**src/hw/rtl/rotary_encoder_button_decoder_unit_assert.svh**
```systemverilog
// Assertion shorthands shared by the decoder modules.
// Each expects a clock named clk and an active-low reset named arst_n in scope.
`ifndef ROTARY_ENCODER_BUTTON_DECODER_UNIT_ASSERT_SVH
`define ROTARY_ENCODER_BUTTON_DECODER_UNIT_ASSERT_SVH

// Consequent must hold in the same cycle as the antecedent.
`define REBD_ASSERT_SAME(lbl, ante, cons) \
	lbl: assert property (@(posedge clk) disable iff (!arst_n) (ante) |-> (cons)) \
		else $error("rebd assertion failed");

// Consequent must hold in the cycle after the antecedent.
`define REBD_ASSERT_NEXT(lbl, ante, cons) \
	lbl: assert property (@(posedge clk) disable iff (!arst_n) (ante) |=> (cons)) \
		else $error("rebd assertion failed");

`endif

```
**src/hw/rtl/rebd_pkg.sv**
```systemverilog
package rebd_pkg;

	localparam int TIME_W = 32;
	localparam int CNT_W  = 16;
	localparam int CFG_W  = 16;
	localparam int CFG_IDX_W = 2;

	localparam logic [CNT_W-1:0] CNT_MAX = '1;

	// Register indexes on the configuration port.
	localparam logic [CFG_IDX_W-1:0] CFG_START_PRESS = 2'd0;
	localparam logic [CFG_IDX_W-1:0] CFG_LONG_PRESS  = 2'd1;
	localparam logic [CFG_IDX_W-1:0] CFG_SHORT_MIN   = 2'd2;
	localparam logic [CFG_IDX_W-1:0] CFG_SHORT_MAX   = 2'd3;

	localparam logic [CFG_W-1:0] START_PRESS_RST = 16'd10;
	localparam logic [CFG_W-1:0] LONG_PRESS_RST  = 16'd1000;
	localparam logic [CFG_W-1:0] SHORT_MIN_RST   = 16'd20;
	localparam logic [CFG_W-1:0] SHORT_MAX_RST   = 16'd250;

	// Result queue; depth must be a power of two.
	localparam int FIFO_DEPTH = 4;
	localparam int FIFO_PTR_W = $clog2(FIFO_DEPTH);
	localparam int FIFO_CNT_W = $clog2(FIFO_DEPTH + 1);

	typedef enum logic [2:0] {
		EV_PLUS  = 3'd0,
		EV_MINUS = 3'd1,
		EV_START = 3'd2,
		EV_LONG  = 3'd3,
		EV_SHORT = 3'd4
	} event_kind_t;

	typedef struct packed {
		logic              clock_level;
		logic              data_level;
		logic              button_level;
		logic [TIME_W-1:0] now_time;
	} poll_t;

	typedef struct packed {
		event_kind_t kind;
		logic        held;
		logic        last;
	} result_t;

	// Up to two results produced by one poll, in delivery order.
	typedef struct packed {
		logic [1:0] n;
		result_t    ev0;
		result_t    ev1;
	} res_pair_t;

	typedef struct packed {
		logic                 we;
		logic [CFG_IDX_W-1:0] index;
		logic [CFG_W-1:0]     data;
	} cfg_wr_t;

endpackage

```
**src/hw/rtl/rebd_poll_if.sv**
```systemverilog
interface rebd_poll_if import rebd_pkg::*; ();
	logic              valid;
	logic              ready;
	logic              clock_level;
	logic              data_level;
	logic              button_level;
	logic [TIME_W-1:0] now_time;

	modport source (output valid, clock_level, data_level, button_level, now_time,
		input ready);
	modport sink (input valid, clock_level, data_level, button_level, now_time,
		output ready);
endinterface

```
**src/hw/rtl/rebd_event_if.sv**
```systemverilog
interface rebd_event_if;
	logic       valid;
	logic       ready;
	logic [2:0] event_kind;
	logic       held_flag;
	logic       last_of_run;

	modport source (output valid, event_kind, held_flag, last_of_run, input ready);
	modport sink (input valid, event_kind, held_flag, last_of_run, output ready);
endinterface

```
**src/hw/rtl/rebd_core.sv**
```systemverilog
`include "rotary_encoder_button_decoder_unit_assert.svh"

module rebd_core import rebd_pkg::*; (
	input  logic      clk,
	input  logic      arst_n,
	input  logic      in_valid,
	input  poll_t     in_poll,
	output logic      in_ready,
	input  cfg_wr_t   cfg,
	input  logic      room,
	output res_pair_t res
);

	logic              valid_s1;
	poll_t             poll_s1;
	logic              prev_clk_q;
	logic [CNT_W-1:0]  cnt_q;
	logic [TIME_W-1:0] last_time_q;
	logic [CFG_W-1:0]  start_q;
	logic [CFG_W-1:0]  long_q;
	logic [CFG_W-1:0]  smin_q;
	logic [CFG_W-1:0]  smax_q;

	logic              fire;
	logic              held;
	logic              time_new;
	logic [CNT_W-1:0]  cnt_inc;
	logic [CNT_W-1:0]  cnt_d;
	logic              btn_ev;
	event_kind_t       btn_kind;
	logic              step;
	event_kind_t       step_kind;
	logic              ev1_is_step;

	assign fire     = valid_s1 && room;
	assign in_ready = !valid_s1 || room;

	assign held     = !poll_s1.button_level;
	assign time_new = poll_s1.now_time != last_time_q;
	assign cnt_inc  = cnt_q + CNT_W'(1);

	// Button counter and its events; only evaluated on a fresh time stamp.
	always_comb begin
		cnt_d    = cnt_q;
		btn_ev   = 1'b0;
		btn_kind = EV_START;
		if (time_new) begin
			if (held) begin
				if (cnt_q != CNT_MAX) begin
					cnt_d = cnt_inc;
					if (cnt_inc == long_q) begin
						btn_ev   = 1'b1;
						btn_kind = EV_LONG;
					end else if (cnt_inc == start_q) begin
						btn_ev   = 1'b1;
						btn_kind = EV_START;
					end
				end
			end else begin
				if ((cnt_q > smin_q) && (cnt_q < smax_q)) begin
					btn_ev   = 1'b1;
					btn_kind = EV_SHORT;
				end
				cnt_d = '0;
			end
		end
	end

	// Any edge on the clock line is a step; equal clock and data levels mean minus.
	assign step      = poll_s1.clock_level != prev_clk_q;
	assign step_kind = (poll_s1.clock_level ^ poll_s1.data_level) ? EV_PLUS : EV_MINUS;

	always_comb begin
		res          = '0;
		res.ev0.kind = EV_PLUS;
		res.ev1.kind = EV_PLUS;
		if (fire) begin
			if (btn_ev) begin
				res.ev0.kind = btn_kind;
				res.ev0.held = 1'b0;
				res.ev0.last = !step;
				res.ev1.kind = step_kind;
				res.ev1.held = held;
				res.ev1.last = 1'b1;
				res.n        = step ? 2'd2 : 2'd1;
			end else if (step) begin
				res.ev0.kind = step_kind;
				res.ev0.held = held;
				res.ev0.last = 1'b1;
				res.n        = 2'd1;
			end
		end
	end

	assign ev1_is_step = (res.ev1.kind == EV_PLUS) || (res.ev1.kind == EV_MINUS);

	always_ff @(posedge clk or negedge arst_n) begin
		if (!arst_n) begin
			valid_s1 <= 1'b0;
		end else if (in_ready) begin
			valid_s1 <= in_valid;
		end
	end

	always_ff @(posedge clk) begin
		if (in_valid && in_ready) begin
			poll_s1 <= in_poll;
		end
	end

	always_ff @(posedge clk or negedge arst_n) begin
		if (!arst_n) begin
			prev_clk_q  <= 1'b0;
			cnt_q       <= '0;
			last_time_q <= '0;
		end else if (fire) begin
			prev_clk_q <= poll_s1.clock_level;
			cnt_q      <= cnt_d;
			if (time_new) begin
				last_time_q <= poll_s1.now_time;
			end
		end
	end

	always_ff @(posedge clk or negedge arst_n) begin
		if (!arst_n) begin
			start_q <= START_PRESS_RST;
			long_q  <= LONG_PRESS_RST;
			smin_q  <= SHORT_MIN_RST;
			smax_q  <= SHORT_MAX_RST;
		end else if (cfg.we) begin
			case (cfg.index)
				CFG_START_PRESS: start_q <= cfg.data;
				CFG_LONG_PRESS:  long_q  <= cfg.data;
				CFG_SHORT_MIN:   smin_q  <= cfg.data;
				CFG_SHORT_MAX:   smax_q  <= cfg.data;
				default: ;
			endcase
		end
	end

	// A saturated counter stays saturated while the button is still held.
	`REBD_ASSERT_NEXT(a_cnt_sat, fire && held && cnt_q == CNT_MAX, cnt_q == CNT_MAX)
	// Two results only come from a fresh time stamp together with a step.
	`REBD_ASSERT_SAME(a_pair_src, res.n == 2'd2, time_new && step && fire)
	// The second result of a pair is always a step and closes the run.
	`REBD_ASSERT_SAME(a_pair_tail, res.n == 2'd2, res.ev1.last && !res.ev0.last && ev1_is_step)

endmodule

```
**src/hw/rtl/rebd_res_fifo.sv**
```systemverilog
`include "rotary_encoder_button_decoder_unit_assert.svh"

module rebd_res_fifo import rebd_pkg::*; (
	input  logic      clk,
	input  logic      arst_n,
	input  res_pair_t push,
	output logic      room,
	output logic      head_valid,
	output result_t   head,
	input  logic      pop
);

	result_t                mem_q [FIFO_DEPTH];
	logic [FIFO_PTR_W-1:0]  wr_ptr_q;
	logic [FIFO_PTR_W-1:0]  rd_ptr_q;
	logic [FIFO_CNT_W-1:0]  count_q;
	logic [FIFO_PTR_W-1:0]  wr_ptr_nx;

	assign head_valid = count_q != '0;
	assign head       = mem_q[rd_ptr_q];
	assign wr_ptr_nx  = wr_ptr_q + FIFO_PTR_W'(1);

	// Room for a full pair, counting the beat that leaves this cycle.
	assign room = (count_q <= FIFO_CNT_W'(FIFO_DEPTH - 2)) ||
		(pop && (count_q <= FIFO_CNT_W'(FIFO_DEPTH - 1)));

	always_ff @(posedge clk) begin
		if (push.n != 2'd0) begin
			mem_q[wr_ptr_q] <= push.ev0;
		end
		if (push.n == 2'd2) begin
			mem_q[wr_ptr_nx] <= push.ev1;
		end
	end

	always_ff @(posedge clk or negedge arst_n) begin
		if (!arst_n) begin
			wr_ptr_q <= '0;
			rd_ptr_q <= '0;
			count_q  <= '0;
		end else begin
			wr_ptr_q <= wr_ptr_q + FIFO_PTR_W'(push.n);
			if (pop) begin
				rd_ptr_q <= rd_ptr_q + FIFO_PTR_W'(1);
			end
			count_q <= count_q + FIFO_CNT_W'(push.n) - FIFO_CNT_W'(pop);
		end
	end

	`REBD_ASSERT_SAME(a_no_overflow, push.n != 2'd0, room)
	`REBD_ASSERT_SAME(a_count_bound, 1'b1, count_q <= FIFO_CNT_W'(FIFO_DEPTH))
	`REBD_ASSERT_SAME(a_pop_valid, pop, head_valid)

endmodule

```
**src/hw/rtl/rotary_encoder_button_decoder_unit.sv**
```systemverilog
// Rotary encoder and push-button decoder.
// The poll channel takes one beat per sample of the encoder clock (A) and data (B)
// lines, the active-low button line and a 32-bit time stamp. The event channel gives
// one beat per event: a plus or minus step tagged with the button state, or a start,
// long or short press. A poll yields zero, one or two beats; the button event comes
// first and last_of_run marks the final beat of each poll.
// Polls pass the input stage, then the result queue. A poll is accepted every cycle as
// long as the four-entry result queue can hold two more beats, so the sustained rate is
// one poll per cycle whenever the event side keeps up; a poll giving two events needs
// two event beats to drain. The four threshold registers are written through cfg_we,
// cfg_index and cfg_data; the user must write them only while the block is idle, which
// the block does not enforce. Reset restores the thresholds to 10, 1000, 20 and 250,
// and clears the press counter, the stored time stamp, the clock history and the queue.
// When the receiver stalls, queued events wait in order; once the queue cannot take a
// further pair, poll.ready falls and the poll held in the input stage waits with it.
module rotary_encoder_button_decoder_unit import rebd_pkg::*; (
	input  logic                 clk,
	input  logic                 arst_n,
	rebd_poll_if.sink            poll,
	rebd_event_if.source         events,
	input  logic                 cfg_we,
	input  logic [CFG_IDX_W-1:0] cfg_index,
	input  logic [CFG_W-1:0]     cfg_data
);

	poll_t     in_poll;
	cfg_wr_t   cfg;
	res_pair_t res;
	result_t   head;
	logic      room;
	logic      head_valid;
	logic      pop;

	assign in_poll.clock_level  = poll.clock_level;
	assign in_poll.data_level   = poll.data_level;
	assign in_poll.button_level = poll.button_level;
	assign in_poll.now_time     = poll.now_time;

	assign cfg.we    = cfg_we;
	assign cfg.index = cfg_index;
	assign cfg.data  = cfg_data;

	// Input stage, counter state and event selection.
	rebd_core u_core (
		.clk      (clk),
		.arst_n   (arst_n),
		.in_valid (poll.valid),
		.in_poll  (in_poll),
		.in_ready (poll.ready),
		.cfg      (cfg),
		.room     (room),
		.res      (res)
	);

	// Small queue so that a pair of events can be handed over together
	// and drained one beat at a time.
	rebd_res_fifo u_fifo (
		.clk        (clk),
		.arst_n     (arst_n),
		.push       (res),
		.room       (room),
		.head_valid (head_valid),
		.head       (head),
		.pop        (pop)
	);

	assign pop                = head_valid && events.ready;
	assign events.valid       = head_valid;
	assign events.event_kind  = head.kind;
	assign events.held_flag   = head.held;
	assign events.last_of_run = head.last;

endmodule

```
**src/flat_wrapper.sv**
```systemverilog
// flat-port wrapper written by rule: the top's interface ports become plain ports
module rotary_encoder_button_decoder_unit_flat import rebd_pkg::*;
  (clk, arst_n, cfg_we, cfg_index, cfg_data, poll_valid, poll_clock_level, poll_data_level, poll_button_level, poll_now_time, poll_ready, events_valid, events_event_kind, events_held_flag, events_last_of_run, events_ready);
  rebd_poll_if poll_i ();
  rebd_event_if events_i ();
  input  logic clk;
  input  logic arst_n;
  input  logic cfg_we;
  input  logic [CFG_IDX_W-1:0] cfg_index;
  input  logic [CFG_W-1:0] cfg_data;
  input wire logic [$bits(poll_i.valid)-1:0] poll_valid;
  input wire logic [$bits(poll_i.clock_level)-1:0] poll_clock_level;
  input wire logic [$bits(poll_i.data_level)-1:0] poll_data_level;
  input wire logic [$bits(poll_i.button_level)-1:0] poll_button_level;
  input wire logic [$bits(poll_i.now_time)-1:0] poll_now_time;
  output wire logic [$bits(poll_i.ready)-1:0] poll_ready;
  output wire logic [$bits(events_i.valid)-1:0] events_valid;
  output wire logic [$bits(events_i.event_kind)-1:0] events_event_kind;
  output wire logic [$bits(events_i.held_flag)-1:0] events_held_flag;
  output wire logic [$bits(events_i.last_of_run)-1:0] events_last_of_run;
  input wire logic [$bits(events_i.ready)-1:0] events_ready;
  assign poll_i.valid = poll_valid;
  assign poll_i.clock_level = poll_clock_level;
  assign poll_i.data_level = poll_data_level;
  assign poll_i.button_level = poll_button_level;
  assign poll_i.now_time = poll_now_time;
  assign poll_ready = poll_i.ready;
  assign events_valid = events_i.valid;
  assign events_event_kind = events_i.event_kind;
  assign events_held_flag = events_i.held_flag;
  assign events_last_of_run = events_i.last_of_run;
  assign events_i.ready = events_ready;
  rotary_encoder_button_decoder_unit u_core (.clk(clk), .arst_n(arst_n), .poll(poll_i), .events(events_i), .cfg_we(cfg_we), .cfg_index(cfg_index), .cfg_data(cfg_data));
endmodule
```
**config.mk**
```make
export PLATFORM = sky130hd
export DESIGN_NAME = rotary_encoder_button_decoder_unit_flat
export DESIGN_NICKNAME = d
export VERILOG_FILES = /design/src/hw/rtl/rebd_pkg.sv /design/src/hw/rtl/rebd_poll_if.sv /design/src/hw/rtl/rebd_event_if.sv /design/src/hw/rtl/rebd_core.sv /design/src/hw/rtl/rebd_res_fifo.sv /design/src/hw/rtl/rotary_encoder_button_decoder_unit.sv /design/src/flat_wrapper.sv
export VERILOG_INCLUDE_DIRS = /design/src /design/src/hw/rtl
export SDC_FILE = /design/constraint.sdc
export NUM_CORES = 1
export LEC_CHECK = 0
export BUFFER_PORTS_ARGS = -buffer_cell sky130_fd_sc_hd__clkbuf_2
export CAP_MARGIN = 20
export CORE_ASPECT_RATIO = 0.9
export CORE_MARGIN = 2
export CORE_UTILIZATION = 55
export DETAILED_ROUTE_END_ITERATION = 10
export HOLD_SLACK_MARGIN = 0.1
export PLACE_DENSITY = 0.76
export REMOVE_ABC_BUFFERS = 1
export SLEW_MARGIN = 20
export SYNTH_ARGS = -nofsm -noshare
export SYNTH_HDL_FRONTEND = slang
export SYNTH_SLANG_ARGS = --single-unit
```
**constraint.sdc**
```tcl
create_clock -name clk -period 4 [get_ports clk]
set_input_delay 0.2 -clock clk [delete_from_list [all_inputs] [get_ports clk]]
set_output_delay 0.2 -clock clk [all_outputs]
set_load 0.005 [all_outputs]
```
==> results of run 1 <==
[registers in the layout, indices dropped and copies added, names as in the netlist]
signal	count
u_core.u_core.poll_s1	35
u_core.u_core.last_time_q	32
u_core.u_fifo.mem_q	20
u_core.u_core.cnt_q	16
u_core.u_core.long_q	16
u_core.u_core.smax_q	16
u_core.u_core.smin_q	16
u_core.u_core.start_q	16
u_core.u_fifo.count_q	3
u_core.u_fifo.rd_ptr_q	2
u_core.u_fifo.wr_ptr_q	2
u_core.u_core.prev_clk_q	1
u_core.u_core.valid_s1	1
[through the flow]
stage	worst slack (ns)	setup TNS [ns]	utilization, %
6_report	0.301	0	67.6
2_1_floorplan	-0.187	-1.59	-
4_1_cts	0.105	0	67.0
3_5_place_dp	0.156	0	60.4
3_3_place_gp	0.234	0	60.4
5_1_grt	-0.00416	-0.00416	67.6
[synth_stat cells, types with 19 or more instances]
cell type	instances	area share, %
dfrtp_1	105	28
mux2_2	96	11
xnor2_1	59	5.5
inv_1	50	2.0
edfxtp_1	47	15
nand2_1	46	1.8
o21ai_0	42	2.2
ha_1	37	4.9
nor2_1	37	1.5
clkbuf_1	23	0.91
a21oi_1	21	1.1
nand3_1	19	1.0
nand4_1	19	1.3
[routing by layer]
metal	vias up	share of wire (%)
met3	32	5.6
li1	3286	-
met4	0	1.3
met5	-	0
met1	3404	44
met2	234	49
[how the worst max path moves through the flow]
stage,slack [ns],start,endpoint
finish,0.30,u_core.u_core.cnt_q[2],u_core.u_fifo.count_q[2]
global route,-0.004,u_core.u_core.cnt_q[1],u_core.u_fifo.count_q[2]
CTS,0.11,u_core.u_core.cnt_q[5],u_core.u_fifo.count_q[2]
detailed placement,0.16,u_core.u_core.cnt_q[1],u_core.u_fifo.count_q[2]
global placement,0.23,u_core.u_core.cnt_q[11],u_core.u_fifo.count_q[2]
floorplan,-0.19,u_core.u_core.cnt_q[0],u_core.u_fifo.count_q[2]
[what timing repair did]
item / 4_1_cts / 5_1_grt
buffers inserted: 0 / 3
hold buffers: 53 / 0
hold endpoints to repair: 136 / 0
endpoints found under the setup margin: 0 / 24
resized for setup: 0 / 18
[critical path: cells and delay by family, from the launching register on]
family                   cells  cell delay, ns
AO/OA/AOI/OAI                4            0.52
AND/OR/NAND/NOR              4            0.93
adder cells (fa/ha/maj)      4            1.18
XOR/XNOR                     1            0.20
buffers and inverters        3            0.29
flip-flops                   1            0.50
[power by group through the flow]
stage	Sequential [uW]	Combinational (uW)	Clock [uW]
6_report	2780	1970	1660
5_1_grt	2840	2180	1760
4_1_cts	2770	1940	1680
3_5_place_dp	2800	1890	0
3_3_place_gp	2760	1830	0
2_1_floorplan	2700	1390	0
[cells by family after synthesis]
group | count (synthesis)
simple gates | 214
flops | 176
compound gates | 130
mux | 104
buf+inv | 87
xor+xnor | 78
fa+ha+maj | 38
[area by class of cell]
cell class	instances	area [sq um]	area share [%]
flip-flops and latches	176	4630	40.7
multi-input cells	564	4560	40.1
repair buffers	156	1160	10.2
clock buffers	17	425	3.74
well taps	211	264	2.32
inverters	50	188	1.65
clock inverters	15	154	1.35
diodes	1	2.50	0.0220
==> results.cfg, run 1 <==
[clock_tree]
cts_buffer_depth = 2
ctsRootBufferMaster = clkbuf_16
insertion_delay_ns = 0.43
cts_tree = built
h-tree-depth = 4
clk_pin_slew_worst_paths_ns = 0.07
cts_inserted_buffers = 17
cts_sinks = 176

[route]
drtIter0Drc = 630
vias = 6956
route.detailed.drc = 0
wl_per_cell_microns = 18.8
ant_nets = 0
drt-vias-per-instance = 5.85
drt_first_pass_iters = 10
wirelength_mm = 22.3

[floorplan]
die_w_microns = 142
dieHeight_microns = 128
rows = 45
ios = 65
die_area_sq_um = 18300
start_util_pct = 56.2
core_area_sq_um = 16800

[timing]
max_freq_ghz = 0.270
finalCritPeriodShare_pct = 92.5
finalHoldViolCount = 0
whs_ns = 0.166
max_slew.worst_pin.slew_ns = 0.942
final_max_slew_viol_count = 0
finalCriticalPeriod_ns = 3.70
setup_viol = 0
relSlewSlack_pct = 37.0
fin_skew_ns = 0.00833

[setup_path]
max_stage_delay_ns = 0.51
reg2reg_depth = 16
cp_max_fo = 11
worstPathRequired_ns = 4.35
crit_chain = nand4_1 -> buf_12 -> or4_4 -> o32ai_2 -> a2111oi_1 -> nand4_1 -> o21ai_2 -> o21ai_1 -> inv_1 -> ha_1 -> nand2_1 -> ha_1 -> inv_1 -> ha_1 -> fa_1 -> xnor2_1
worst_setup_path_end_kind = flop
critical_path_class = reg -> reg
start_kind = flop
r2r_setup_slack_ns = 0.30
r2r_start = u_core.u_core.cnt_q[2]
crit_path_frequent_cell = ha_1
reg2reg_to = u_core.u_fifo.count_q[2]
crit_slowest_cell = or4_4
cp.arrival_ns = 4.05

[layout]
drive_gt1_share_pct = 29.1
stdcell_count = 1190
final_common_cell = dfrtp_1
fillers = 1201
layout_common_cells = 100 x dfrtp_1, 96 x mux2_2, 63 x clkbuf_2, 58 x xnor2_1, 53 x dlygate4sd3_1
layout.nets = 1061
fin_area_sq_um = 11400
area.growth.synth_to_final_pct = 20.2

[power_and_ir_drop]
vdd_ir_drop_max_mv = 0.441
switching_share_pct = 33.7
total_power_uw = 6420
p_sw_uw = 2170
power_frac_seq_pct = 43.4
p_int_uw = 4250
comb_power_share_pct = 30.7
p_leak_uw = 0.00480
clock_power_share_pct = 25.9
pwr_density_cell_nw_per_um2 = 564

[yosys]
syn_area_per_cell_sq_um = 11.4
async_reset_ff_share_pct = 68.8
ys_ff_latch = 176
yosysSeqAreaShare_pct = 48.8
synth-simple-area-share_pct = 12.8
synth_edf_count = 47
synth-compound-area-share_pct = 9.11
synthMuxAreaShare_pct = 12.9
synth_top_family_by_area = multiplexers
ys_types = 77
syn-cell-area_sq_um = 9460
yosys_warnings = 0
synth_xor_area_share_pct = 7.52
synthCells = 827
ys.flop_type = dfrtp_1
synthAdderAreaFrac_pct = 5.10

[placed_design]
portBuffers = 64
post-dp-hpwl_mm = 15.7
place_area_sq_um = 10200
gp_congestion = 0.984
placedCellCount = 1101

[global_route]
grtUsageMet3_pct = 5.32
grt_antenna_before_repair = 0
met1_usage_pct = 35.0
grt_overflow = 0
gr-max-usage-layer = met2
grt_pass1_wl_mm = 36.5
track_usage_pct = 25.9
grt_max_degree = 49
use_met2_pct = 43.2
grt_pass1_vias = 7034

[hold_path]
min_path_type = in -> reg
holdPathStages = 3
worstHoldStart = events_ready
hold_path_end = u_core.u_fifo.rd_ptr_q[0]

[flow_run]
drv_cap = 0

[outcome]
status = finished, final reports clean
Power figures use the tool's default switching activity.
==> run 2: changes to the inputs <==
--- a/config.mk
+++ b/config.mk
@@ -8,7 +8,7 @@
 export LEC_CHECK = 0
 export BUFFER_PORTS_ARGS = -buffer_cell sky130_fd_sc_hd__clkbuf_2
 export CAP_MARGIN = 20
-export CORE_ASPECT_RATIO = 0.9
+export CORE_ASPECT_RATIO = 1.5
 export CORE_MARGIN = 2
 export CORE_UTILIZATION = 55
 export DETAILED_ROUTE_END_ITERATION = 10
==> results.cfg, run 2 (synthesized netlist as in run 1, its figures left out) <==
[setup_path]
cp_max_fo = 7
crit_cells = 17
crit_slowest_cell = dfrtp_1
critical_path_class = reg -> reg
start_kind = flop
path_delay_family = adder cells
worstPathRequired_ns = 4.36
crit_path_frequent_cell = ha_1
worst_setup_path_end_kind = flop
reg2reg_depth = 17
crit_buf_inv = 3
r2r_setup_slack_ns = 0.27
cp.arrival_ns = 4.09
max_stage_delay_ns = 0.39
crit_chain = buf_4 -> ha_1 -> nor2b_1 -> o21ai_0 -> nand2b_1 -> a21oi_1 -> o211a_1 -> o21ai_2 -> o21ai_1 -> inv_1 -> ha_1 -> nand2_1 -> ha_1 -> inv_1 -> ha_1 -> fa_1 -> xnor2_1

[layout]
layout.nets = 1056
final_common_cell = dfrtp_1
reg_top3 = u_core.u_core.poll_s1 x35, u_core.u_core.last_time_q x32, u_core.u_fifo.mem_q x20
drive_gt1_share_pct = 28.6
stdcell_count = 1183
regArea_sq_um = 4630
multiInputGateArea_sq_um = 4540
layout_common_cells = 98 x dfrtp_1, 96 x mux2_2, 63 x clkbuf_2, 59 x xnor2_1, 53 x dlygate4sd3_1
largest_register_ffs = 35
fillers = 1236
n_antenna_cell = 0
top_register = u_core.u_core.poll_s1
area.growth.synth_to_final_pct = 20.2

[global_route]
grt_pass1_vias = 7326
grt_overflow = 0
grt_antenna_before_repair = 0
grt_pass1_wl_mm = 36.5
grt_max_degree = 122
track_usage_pct = 25.6

[clock_tree]
cts_tree = built
h-tree-depth = 4
clk_pin_slew_worst_paths_ns = 0.07
cts_inserted_buffers = 17
cts_sinks = 176
cts_buffer_depth = 2
insertion_delay_ns = 0.44
ctsRootBufferMaster = clkbuf_16

[floorplan]
ios = 65
start_util_pct = 56.2
rows = 58
die_area_sq_um = 18300
core_area_sq_um = 16800
die_w_microns = 111
dieHeight_microns = 165

[timing]
fin_skew_ns = 0.0102
max_freq_ghz = 0.268
relSlewSlack_pct = 32.8
finalCritPeriodShare_pct = 93.3
setup_viol = 0
finalCriticalPeriod_ns = 3.73
whs_ns = 0.165
max_slew.worst_pin.slew_ns = 1.01
rsz0062_at_grt = no
final_max_slew_viol_count = 0
finalHoldViolCount = 0

[hold_path]
min_path_type = in -> reg
holdPathStages = 3

[route]
vias = 7081
drtIter0Drc = 479
ant_nets = 0
drt-vias-per-instance = 5.99
route.detailed.drc = 0
wirelength_mm = 22.5
drt_first_pass_iters = 5
wl_per_cell_microns = 19.0

[power_and_ir_drop]
power_frac_seq_pct = 42.9
vdd_ir_drop_max_mv = 0.391
comb_power_share_pct = 30.7
p_sw_uw = 2230
clock_power_share_pct = 26.4
p_int_uw = 4270
switching_share_pct = 34.3
p_leak_uw = 0.00477
pwr_density_cell_nw_per_um2 = 572

[flow_run]
drv_cap = 0

[placed_design]
portBuffers = 64
placedCellCount = 1096
post-dp-hpwl_mm = 15.3
gp_congestion = 0.996

[outcome]
status = finished, final reports clean
## run 2: per-layer routing
metal  global-route usage (%)  share of wire [%]  wire length (microns)
met3                     4.99                4.4                    992
met5                        0                  0                      0
met4                     13.1                4.6                   1040
met1                     28.6                 38                   8520
met2                     46.5                 53                  12000
## run 2: timing repair
item,in CTS,in global routing
buffers inserted,0,2
endpoints found under the hold margin,205,0
gates resized for setup,0,17
setup endpoints to repair,0,33
hold buffers,53,0
## run 2: power by group through the flow
stage | Combinational [uW] | Clock [uW] | Sequential (uW)
floorplan | 1390 | 0 | 2700
global placement | 1850 | 0 | 2770
detailed placement | 1910 | 0 | 2800
CTS | 1980 | 1730 | 2770
global route | 2180 | 1810 | 2840
finish | 1990 | 1720 | 2790
## run 2: per-stage QoR
step | instance area [sq um] | power [uW] | TNS (ns) | setup WS [ns] | utilization [%]
global route | 11400 | 6840 | 0 | 0.0509 | 67.5
detailed placement | 10200 | 4700 | 0 | 0.152 | 60.3
finish | 11400 | 6500 | 0 | 0.269 | 67.5
floorplan | 9300 | 4080 | -1.59 | -0.187 | -
CTS | 11300 | 6480 | 0 | 0.140 | 67.1
global placement | 10200 | 4620 | 0 | 0.205 | 60.3
## run 2: final timing paths
check | start | to
worst max-delay path | u_core.u_core.cnt_q[1] | u_core.u_fifo.count_q[2]
worst max register to register | u_core.u_core.cnt_q[1] | u_core.u_fifo.count_q[2]
max in group asynchronous | arst_n | u_core.u_core.cnt_q[11]
min in group asynchronous | arst_n | u_core.u_core.long_q[0]
worst min register to register | u_core.u_fifo.mem_q[3][3] | u_core.u_fifo.mem_q[3][3]
worst min-delay path | events_ready | u_core.u_fifo.rd_ptr_q[0]
## run 2: layout make-up
| class | count | area share, % |
|---|---|---|
| Inverter | 50 | 1.65 |
| Multi-Input combinational cell | 564 | 40.0 |
| Tap cell | 210 | 2.31 |
| Timing Repair Buffer | 151 | 9.97 |
| Clock buffer | 17 | 3.74 |
| Sequential cell | 176 | 40.7 |
| Clock inverter | 15 | 1.64 |
## run 2: worst register-to-register path, stage by stage, from the launching register on
cell	delay, ns
dfrtp_1	0.39
buf_4	0.18
ha_1	0.31
nor2b_1	0.14
o21ai_0	0.19
nand2b_1	0.09
a21oi_1	0.23
o211a_1	0.33
o21ai_2	0.11
o21ai_1	0.16
inv_1	0.06
ha_1	0.32
nand2_1	0.09
ha_1	0.27
inv_1	0.04
ha_1	0.18
fa_1	0.38
xnor2_1	0.18
==> run 3: changes to the inputs <==
--- a/config.mk
+++ b/config.mk
@@ -13,6 +13,7 @@
 export CORE_UTILIZATION = 55
 export DETAILED_ROUTE_END_ITERATION = 10
 export HOLD_SLACK_MARGIN = 0.1
+export MAX_ROUTING_LAYER = met4
 export PLACE_DENSITY = 0.76
 export REMOVE_ABC_BUFFERS = 1
 export SLEW_MARGIN = 20
==> results.cfg, run 3 (synthesized netlist as in run 1, its figures left out) <==
[hold_path]
hold_path_end = u_core.u_fifo.rd_ptr_q[0]
holdPathStages = 3
worstHoldStart = events_ready
min_path_type = in -> reg

[layout]
final_common_cell = dfrtp_1
drive_gt1_share_pct = 28.7
n_antenna_cell = 0
layout.nets = 1059
layout_common_cells = 100 x dfrtp_1, 96 x mux2_2, 63 x clkbuf_2, 59 x xnor2_1, 53 x dlygate4sd3_1
stdcell_count = 1186
largest_register_ffs = 35
fillers = 1257
top_register = u_core.u_core.poll_s1
reg_top3 = u_core.u_core.poll_s1 x35, u_core.u_core.last_time_q x32, u_core.u_fifo.mem_q x20
area.growth.synth_to_final_pct = 19.6

[timing]
finalCriticalPeriod_ns = 3.81
finalHoldViolCount = 0
worst_slack_ns = 0.188
finalCritPeriodShare_pct = 95.3
max_slew.worst_pin.slew_ns = 1.04
fin_tns_setup_ns = 0
setup_viol = 0
max_freq_ghz = 0.262
fin_skew_ns = 0.0116
rsz0062_at_grt = no
final_max_slew_viol_count = 0
relSlewSlack_pct = 30.1

[clock_tree]
cts_inserted_buffers = 17
h-tree-depth = 4
clk_pin_slew_worst_paths_ns = 0.07
insertion_delay_ns = 0.44
cts_tree = built
cts_sinks = 176
ctsRootBufferMaster = clkbuf_16
cts_buffer_depth = 2

[setup_path]
start_kind = flop
cp.arrival_ns = 4.14
crit_start = u_core.u_core.cnt_q[1]
critical_path_class = reg -> reg
reg2reg_to = u_core.u_fifo.count_q[2]
cp_max_fo = 7
r2r_setup_slack_ns = 0.19
r2r_start = u_core.u_core.cnt_q[1]
worstPathRequired_ns = 4.33
reg2reg_depth = 16
worst_setup_path_end_kind = flop

[route]
wirelength_mm = 23.0
ant_nets = 0
drt-vias-per-instance = 5.88
vias = 6974
drtIter0Drc = 402
route.detailed.drc = 0
drt_first_pass_iters = 5
wl_per_cell_microns = 19.4

[floorplan]
die_area_sq_um = 18300
die_w_microns = 111
ios = 65
rows = 58
dieHeight_microns = 165
core_area_sq_um = 16800
start_util_pct = 56.2

[global_route]
grt_max_degree = 59
grt_pass1_wl_mm = 37.7
grt_pass1_vias = 7330
grt_antenna_before_repair = 0
track_usage_pct = 27.2
grt_overflow = 0

[flow_run]
drv_cap = 0

[placed_design]
placedCellCount = 1097
post-dp-hpwl_mm = 16.0
gp_congestion = 0.989
portBuffers = 64
post-place-ws_ns = 0.123

[power_and_ir_drop]
vdd_ir_drop_max_mv = 0.446
pwr_density_cell_nw_per_um2 = 563
p_leak_uw = 0.00476

[outcome]
status = finished, final reports clean
[run 3: timing repair]
item | 4_1_cts | 5_1_grt
hold buffers | 53 | 0
endpoints found under the setup margin | 0 | 34
resized for setup | 0 | 17
buffers inserted | 0 | 4
endpoints found under the hold margin | 146 | 0
[run 3: report_power, final]
| group | leakage (uW) | switching (uW) | internal [uW] | total (uW) |
|---|---|---|---|---|
| Sequential | 0.00194 | 409 | 2380 | 2790 |
| Combinational | 0.00255 | 1000 | 993 | 2000 |
| Clock | 0.000275 | 771 | 819 | 1590 |
| Total | 0.00476 | 2180 | 4190 | 6370 |
[run 3: area by class of cell]
cell class | count | area (sq um) | share of cell area (%)
clock inverter | 14 | 124 | 1.09
inverter | 50 | 188 | 1.66
sequential | 176 | 4630 | 40.9
clock buffer | 18 | 429 | 3.79
timing repair buffer | 154 | 1140 | 10.1
multi-input combinational | 564 | 4540 | 40.2
tap | 210 | 263 | 2.32
[run 3: metal layers]
metal,global-route usage (%),part of all wire [%],up-vias,wire (microns)
met2,48.3,54,177,12300
met1,30.3,39,3463,8970
li1,-,-,3276,-
met3,4.62,3.8,58,886
met5,-,0,-,0
met4,12.2,3.7,0,850
[run 3: through the flow]
stage / hold slack, ns / cell area [sq um] / total power [uW] / utilization, %
2_1_floorplan: -0.0956 / 9300 / 4080 / -
3_3_place_gp: 0.332 / 10200 / 4620 / 60.3
3_5_place_dp: 0.339 / 10200 / 4720 / 60.3
4_1_cts: 0.184 / 11200 / 6360 / 66.7
5_1_grt: 0.175 / 11300 / 6720 / 67.2
6_report: 0.185 / 11300 / 6370 / 67.2
[run 3: worst max-delay path by stage]
stage	to	slack [ns]	depth (start not counted)
floorplan	u_core.u_fifo.count_q[2]	-0.19	16
global placement	u_core.u_fifo.count_q[2]	0.19	16
detailed placement	u_core.u_fifo.mem_q[3][0]	0.12	14
CTS	u_core.u_fifo.mem_q[3][2]	0.13	16
global route	u_core.u_fifo.count_q[2]	0.01	16
finish	u_core.u_fifo.count_q[2]	0.19	16
[run 3: worst max-delay path, cell delays in order, from the launching register on]
cell	delay, ns
dfrtp_1	0.39
buf_4	0.17
ha_1	0.29
a21o_1	0.16
a211oi_1	0.29
nor4_1	0.12
or4_1	0.64
o21ai_2	0.20
o21ai_1	0.09
inv_1	0.07
ha_1	0.17
nand2_1	0.09
ha_1	0.27
inv_1	0.04
ha_1	0.19
fa_1	0.38
xnor2_1	0.14
